### config.mk
export PLATFORM = sky130hd
export DESIGN_NAME = pel_cell
export DESIGN_NICKNAME = d
export VERILOG_FILES = /design/src/hdl/pel_pkg.sv /design/src/hdl/pel_cell.sv
export SDC_FILE = /design/constraint.sdc
export NUM_CORES = 1
export LEC_CHECK = 0
export BUFFER_PORTS_ARGS = -buffer_cell sky130_fd_sc_hd__buf_2
export CORE_UTILIZATION = 45
export DETAILED_ROUTE_END_ITERATION = 7
export PLACE_DENSITY = 0.85
export SYNTH_ARGS = -nofsm -noshare
export SYNTH_HDL_FRONTEND = slang
export SYNTH_SLANG_ARGS = --single-unit
### constraint.sdc
create_clock -name clk -period 4.4 [get_ports clk]
set_input_delay 0.88 -clock clk [delete_from_list [all_inputs] [get_ports clk]]
set_output_delay 0.88 -clock clk [all_outputs]
set_load 0.03 [all_outputs]
### src/hdl/pel_pkg.sv
// Shared types and constants for the positional list engine.
// Depends on nothing. The cell and the top level use it.

package pel_pkg;

  localparam int CAPACITY = 64;
  localparam int CODE_W   = 32;
  localparam int POS_W    = 7;
  localparam int IDX_W    = (CAPACITY > 1) ? $clog2(CAPACITY) : 1;
  localparam int CNT_W    = $clog2(CAPACITY + 1);
  localparam int CMP_W    = (CNT_W > POS_W) ? CNT_W : POS_W;

  typedef enum logic [1:0] {
    REQ_INSERT   = 2'd0,
    REQ_REMOVE   = 2'd1,
    REQ_RETRIEVE = 2'd2,
    REQ_FIND     = 2'd3
  } pel_req_t;

  typedef struct packed {
    pel_req_t                  req_type;
    logic [POS_W-1:0]          position;
    logic signed [CODE_W-1:0]  code_value;
  } pel_in_t;

  typedef struct packed {
    logic                      ok;
    logic signed [CODE_W-1:0]  code_out;
    logic [POS_W-1:0]          found_position;
    logic [POS_W-1:0]          list_length;
  } pel_out_t;

  // Broadcast control from the top level to every cell of the chain.
  typedef struct packed {
    logic               ins;
    logic               rem;
    logic               rd;
    logic               fnd;
    logic [CMP_W-1:0]   p;
    logic [CNT_W-1:0]   count;
    logic [CODE_W-1:0]  code;
  } pel_ctl_t;

endpackage

### src/hdl/pel_cell.sv
// One cell of the list chain: holds one entry and talks to its two neighbors.
// Depends on pel_pkg.

module pel_cell (
  input  logic                          clk,
  input  pel_pkg::pel_ctl_t             ctl,
  input  logic [pel_pkg::IDX_W-1:0]     idx,
  input  logic [pel_pkg::CODE_W-1:0]    prev_i,
  input  logic [pel_pkg::CODE_W-1:0]    next_i,
  output logic [pel_pkg::CODE_W-1:0]    entry_o,
  output logic                          match_o,
  output logic [pel_pkg::CODE_W-1:0]    rd_o
);

  logic [pel_pkg::CODE_W-1:0] entry_r, entry_nxt;
  logic                       match_r, match_nxt;
  logic [pel_pkg::CODE_W-1:0] rd_r, rd_nxt;
  logic [pel_pkg::CMP_W-1:0]  idx_c;
  logic [pel_pkg::CNT_W-1:0]  idx_n;

  assign idx_c = pel_pkg::CMP_W'(idx);
  assign idx_n = pel_pkg::CNT_W'(idx);

  always_comb begin
    entry_nxt = entry_r;
    if (ctl.ins) begin
      if (idx_c == ctl.p) begin
        entry_nxt = ctl.code;
      end else if (idx_c > ctl.p) begin
        entry_nxt = prev_i;
      end
    end else if (ctl.rem && (idx_c >= ctl.p)) begin
      entry_nxt = next_i;
    end
  end

  // Search and read act on the contents before this transaction's update.
  assign match_nxt = ctl.fnd && (idx_n < ctl.count) && (entry_r == ctl.code);
  assign rd_nxt    = (ctl.rd && (idx_c == ctl.p)) ? entry_r : '0;

  always_ff @(posedge clk) begin
    entry_r <= entry_nxt;
    match_r <= match_nxt;
    rd_r    <= rd_nxt;
  end

  assign entry_o = entry_r;
  assign match_o = match_r;
  assign rd_o    = rd_r;

endmodule

==> results_dict.tcl, run 1 <==
set metrics [dict create \
    status "finished, final reports clean" \
    grt_pass1_wl_mm 14.1 \
    grt_max_degree 66 \
    p_sw_uw 438 \
    drt-total-wl_mm 9.44 \
    path_max_fanout 33 \
    fill_cells 563 \
    core_um2 6870 \
    hold_violations 0 \
    yosys-mux-area-fraction 0 \
    cts_tree "built" \
    min_to "rd_o[25]$_SDFF_PN0_" \
    seq_area_um2 1620 \
    reg2reg_from "entry_o[0]$_DFFE_PP_" \
    cp_slowest_cell "buf_4" \
    switching_share 0.296 \
    synth_ff_type "dfxtp_1" \
    insertion_delay_ns 0.34 \
    gp_congestion 0.857 \
    slew_headroom 0.571 \
    crit_type "in -> reg" \
    worst_pin_slew_ns 0.643 \
    vdd_drop_max_uv 206 \
    worstHoldPathCells 1 \
    die_w_um 86.7 \
    reg2reg_slack_ns 2.60 \
    synth_top_area_share 0.298 \
    grt.overflow.total 0 \
    clk_pin_slew_worst_paths_ns 0.07 \
    synth-xor-area-share 0.0869 \
    power_frac_comb 0.192 \
    synth_fp_nets 462 \
    setup_tns_ns 0 \
    cts.path.max_buffers 2 \
    reg2reg_depth 4 \
    port_buffers 185 \
    cap_violations 0 \
    wl_per_cell_um 15.4 \
    drive_above_1_share 0.410 \
    crit_top_cell "buf_4" \
    ctsHtreeMaxLevel 3 \
    crit_required_ns 4.39 \
    final-setup-viol-count 0 \
    synth.most_common_cell "nand2_1" \
    p_leak_nw 2.27 \
    cts_hold_buf 0 \
    drc 0 \
    yosys.area.top_type "edfxtp_1" \
    dieArea_um2 7510 \
    synthSimpleGateAreaFrac 0.218 \
    cp_cell_sequence "buf_2, inv_1, ha_1, nand4b_4, or3_1, buf_4, o21ai_0, o22a_1, buf_4" \
    initial_core_util 0.470 \
    syn_area_per_cell_um2 9.78 \
    drt-initial-drc-count 164 \
    worstSetupStartpointType "input pin" \
    placementRows 30 \
    multi_input_area_um2 1410 \
    async_flop_share 0 \
    vias 3148 \
    fin_skew_ns 0.00814 \
    synth.distinct_cells 32 \
    io_pins 186 \
    yosysWarnings 0 \
    synth_top_family_by_area "simple AND/OR/NAND/NOR gates" \
    antenna_cells 0 \
    synth-seq-cells 65 \
    holdCritPathClass "reg -> reg" \
    synth_area_um2 3230 \
    clock_power_share 0.335 \
    holdCritStartpoint "entry_o[25]$_DFFE_PP_" \
    grt_pass1_vias 2967 \
    period_share 0.635 \
    cts_buffers 9 \
    final_antenna_net_count 0 \
    p_per_area_nw_per_um2 340 \
    fin_ws_ns 1.61 \
    synth_area_leaders "edfxtp_1 30%, dfxtp_1 20%, xor2_1 8.4%, nand2_1 7.1%, a31oi_1 6.2%" \
    power_frac_seq 0.473 \
    vias_per_cell 5.15 \
    worstReg2RegEnd "match_o$_DFF_P_" \
    syn_inst 330 \
    nets 642 \
    fmax_mhz 358 \
    cpPeakStageDelay_ns 0.38 \
    place_hpwl_mm 7.01 \
    internal-power_mw 1.04 \
    ctsRootBufferMaster "clkbuf_8" \
    place_ws_ns 1.26 \
    rsz0062_at_grt "false" \
    synth-adder-area-share 0.0427 \
    cts_sinks 65 \
    drt-pass1-iter-count 5 \
    ys_seq_area_frac 0.503 \
    track_usage 0.250 \
    maxSlewViolCount 0 \
    period_needed_ns 2.79 \
    synth-compound-area-share 0.0892 \
    cp-end-kind "register" \
    antenna_found_initial 1 \
    syn_to_final_growth_pct 34.8 \
    die_h_um 86.7 \
    synth-edff-count 32 \
    cts_setup_buffers 0 \
    worstPathArrival_ns 2.78 \
    synth_common_cells "61 x nand2_1, 33 x dfxtp_1" \
    ctsResizeCount 0 \
]
layer usage:
layer,GRT usage,routed length (µm)
met1,0.288,3650
met2,0.434,4860
met3,0.0600,661
met4,0.123,248
met5,0,13
cell families (layout without fill, tap and decap cells):
group	after synthesis	in the layout
adders and majority gates	11	11
and+or+nand+nor	145	145
xor gates and xnor gates	32	32
DFF	65	65
AOI/OAI and AO/OA	44	44
buffers and inverters	33	218
final cells by class:
class,instances,share of cell area
clock buffers,9,0.0285
clock inverters,7,0.0161
inverters,13,0.0112
multi-input cells,232,0.324
flip-flops and latches,65,0.373
well taps,96,0.0276
repair buffers,189,0.220
layout by cell type, fill, tap and decap left out, types with 11 or more instances in the layout:
cell type	synthesis	layout
a31oi_1	32	32
and3_1	32	32
buf_2	0	185
dfxtp_1	33	33
edfxtp_1	32	32
ha_1	11	11
inv_1	13	13
nand2_1	61	61
nor2_1	32	32
xor2_1	31	31
registers in the layout (all words and copies together) (netlist names):
signal,flops
rd_o,32
match_o,1
entry_o,32
power by group through the flow:
stage | clock network [mW] | logic (mW) | registers [mW]
final | 0.495 | 0.284 | 0.701
after global routing | 0.529 | 0.306 | 0.704
after CTS | 0.505 | 0.284 | 0.700
after detailed placement | 0 | 0.283 | 0.714
after global placement | 0 | 0.275 | 0.712
after floorplan | 0 | 0.0985 | 0.773
how the worst max path moves through the flow:
stage | from | to | cells after the start
2_1_floorplan | ctl[44] | entry_o[0]$_DFFE_PP_ | 7
3_3_place_gp | idx[5] | entry_o[21]$_DFFE_PP_ | 8
5_1_grt | ctl[43] | entry_o[7]$_DFFE_PP_ | 9
4_1_cts | ctl[43] | entry_o[7]$_DFFE_PP_ | 9
3_5_place_dp | ctl[43] | entry_o[25]$_DFFE_PP_ | 9
6_report | ctl[43] | entry_o[14]$_DFFE_PP_ | 9
metrics by stage:
step	instances	area [µm²]	utilization	power [mW]	hold slack, ns
2_1_floorplan	330	3230	-	0.871	0.749
6_report	611	4350	0.633	1.48	0.542
3_3_place_gp	595	4160	0.605	0.987	0.526
4_1_cts	611	4350	0.633	1.49	0.548
3_5_place_dp	595	4160	0.605	0.996	0.530
5_1_grt	611	4350	0.633	1.54	0.570
worst max-delay path, delay by kind of cell:
family | cells | cell delay (ns)
buffers and inverters | 4 | 0.77
and+or+nand+nor | 2 | 0.50
AOI/OAI and AO/OA | 2 | 0.26
adders and majority gates | 1 | 0.34
(Power assumes the default switching activity.)
==> inputs of run 2 (changes only) <==
--- a/config.mk
+++ b/config.mk
@@ -6,9 +6,9 @@
 export NUM_CORES = 1
 export LEC_CHECK = 0
 export BUFFER_PORTS_ARGS = -buffer_cell sky130_fd_sc_hd__buf_2
-export CORE_UTILIZATION = 45
+export CORE_UTILIZATION = 40
 export DETAILED_ROUTE_END_ITERATION = 7
-export PLACE_DENSITY = 0.85
+export PLACE_DENSITY = 0.8
 export SYNTH_ARGS = -nofsm -noshare
 export SYNTH_HDL_FRONTEND = slang
 export SYNTH_SLANG_ARGS = --single-unit
==> constraint.sdc (replaced) <==
create_clock -name clk -period 2.5 [get_ports clk]
set_input_delay 0.5 -clock clk [delete_from_list [all_inputs] [get_ports clk]]
set_output_delay 0.5 -clock clk [all_outputs]
set_load 0.03 [all_outputs]
==> run 2 against run 1 <==
Compared with the run above:
- first-iteration DRC count decreased by 15%
- die area grew 12%
- sequential power is 77% higher
- worst hold slack lost 0.084 ns
- register-to-register slack worse by 2.0 ns
- clock skew up 0.0033 ns
- flip-flop and latch count stayed put
- highest routed layer is now met4
- power up 73%
==> results_dict.tcl, run 2 (same netlist as run 1, synthesis figures left out) <==
set metrics [dict create \
    status "finished, final reports clean" \
    cp_slowest_cell "or3_1" \
    cts_tree "built" \
    crit_required_ns 2.51 \
    nets 643 \
    internal-power_mw 1.82 \
    vias 3115 \
    ctsHtreeMaxLevel 3 \
    cts_hold_buf 0 \
    slew_headroom 0.558 \
    grt_pass1_vias 2999 \
    die_w_um 91.8 \
    vias_per_cell 5.04 \
    grt_max_degree 65 \
    crit_buf_inv 2 \
    drc 0 \
    port_buffers 185 \
    grt.overflow.total 0 \
    antenna_cells 0 \
    fin_ws_ns 0.496 \
    clk_pin_slew_worst_paths_ns 0.07 \
    final_cell_mix "185 x buf_2, 61 x nand2_1, 33 x dfxtp_1" \
    place_hpwl_mm 7.27 \
    drt-total-wl_mm 9.52 \
    worstSetupStartpointType "input pin" \
    p_per_area_nw_per_um2 583 \
    setup_tns_ns 0 \
    p_leak_nw 2.29 \
    gp_congestion 0.880 \
    initial_core_util 0.415 \
    holdCritPathClass "in -> reg" \
    maxSlewViolCount 0 \
    clock_power_share 0.319 \
    antenna_found_initial 0 \
    placementRows 32 \
    drive_above_1_share 0.411 \
    period_needed_ns 2.00 \
    fin_skew_ns 0.0114 \
    track_usage 0.225 \
    crit_type "in -> reg" \
    drt-initial-drc-count 139 \
    die_h_um 91.8 \
    final_antenna_net_count 0 \
    cts.path.max_buffers 2 \
    p_sw_uw 732 \
    place_ws_ns 0.208 \
    final-setup-viol-count 0 \
    worst_pin_slew_ns 0.657 \
    final_common_cell "buf_2" \
    cap_violations 0 \
    ctsResizeCount 0 \
    io_pins 186 \
    cts_sinks 65 \
    worstPathArrival_ns 2.02 \
    power_frac_comb 0.197 \
    hold_violations 0 \
    cpPeakStageDelay_ns 0.39 \
    critPathTopFamily "simple AND/OR/NAND/NOR gates" \
    grt_pass1_wl_mm 14.5 \
    wl_per_cell_um 15.4 \
    vdd_drop_max_uv 225 \
    ctsRootBufferMaster "clkbuf_8" \
    drt-pass1-iter-count 4 \
    core_um2 7770 \
    switching_share 0.287 \
    path_max_fanout 32 \
    dieArea_um2 8430 \
    rsz0062_at_grt "false" \
    power_frac_seq 0.484 \
    period_share 0.802 \
    cp_cell_sequence "buf_2, ha_1, nand4b_4, or3_1, o21ai_0, o22a_2, buf_12" \
    insertion_delay_ns 0.33 \
    syn_to_final_growth_pct 35.8 \
    cts_setup_buffers 0 \
    cp-end-kind "register" \
    cts_buffers 9 \
    fmax_mhz 499 \
    fill_cells 707 \
]
[run 2: worst paths after layout]
check | startpoint | end | slack [ns] | depth (start not counted)
setup reg to reg | entry_o[0]$_DFFE_PP_ | match_o$_DFF_P_ | 0.57 | 4
hold / removal | ctl[46] | match_o$_DFF_P_ | 0.46 | 3
setup / recovery | idx[4] | entry_o[6]$_DFFE_PP_ | 0.50 | 7
hold reg to reg | entry_o[2]$_DFFE_PP_ | rd_o[2]$_SDFF_PN0_ | 0.53 | 1
[run 2: cell type report]
type                       instances  area (µm²)  area share
clock buffer                      14         173      0.0394
clock inverter                     2        11.3     0.00257
inverter                          13        48.8      0.0111
multi-input combinational        232        1410       0.322
sequential                        65        1620       0.370
tap                              102         128      0.0291
timing repair buffer             190         988       0.226
[run 2: layer usage]
layer	up-vias	global-route usage	routed length, µm	part of all wire
met4	0	0.100	231	0.024
met1	1446	0.266	3880	0.41
met5	-	0	0	0
met3	23	0.0390	506	0.053
li1	1508	-	-	-
met2	138	0.398	4890	0.51
[run 2: power by group through the flow]
stage               registers (mW)  clock network (mW)  logic (mW)
detailed placement            1.26                   0       0.503
global route                  1.24               0.878       0.545
CTS                           1.24               0.839       0.505
finish                        1.24               0.815       0.504
global placement              1.26                   0       0.494
floorplan                     1.36                   0       0.174
[run 2: worst register-to-register path: cells and delay by family (launching register included)]
kind	cells	cell delay (ns)
AOI/OAI and AO/OA	1	0.33
xor gates and xnor gates	1	0.21
DFF	1	0.42
and+or+nand+nor	2	0.88
[run 2: stage by stage]
stage	hold slack, ns	power [mW]	cells	utilization	area (µm²)
floorplan	0.653	1.53	330	-	3230
global placement	0.525	1.75	602	0.540	4200
detailed placement	0.533	1.76	602	0.540	4200
CTS	0.442	2.58	618	0.564	4380
global route	0.458	2.67	618	0.564	4380
finish	0.458	2.56	618	0.564	4380
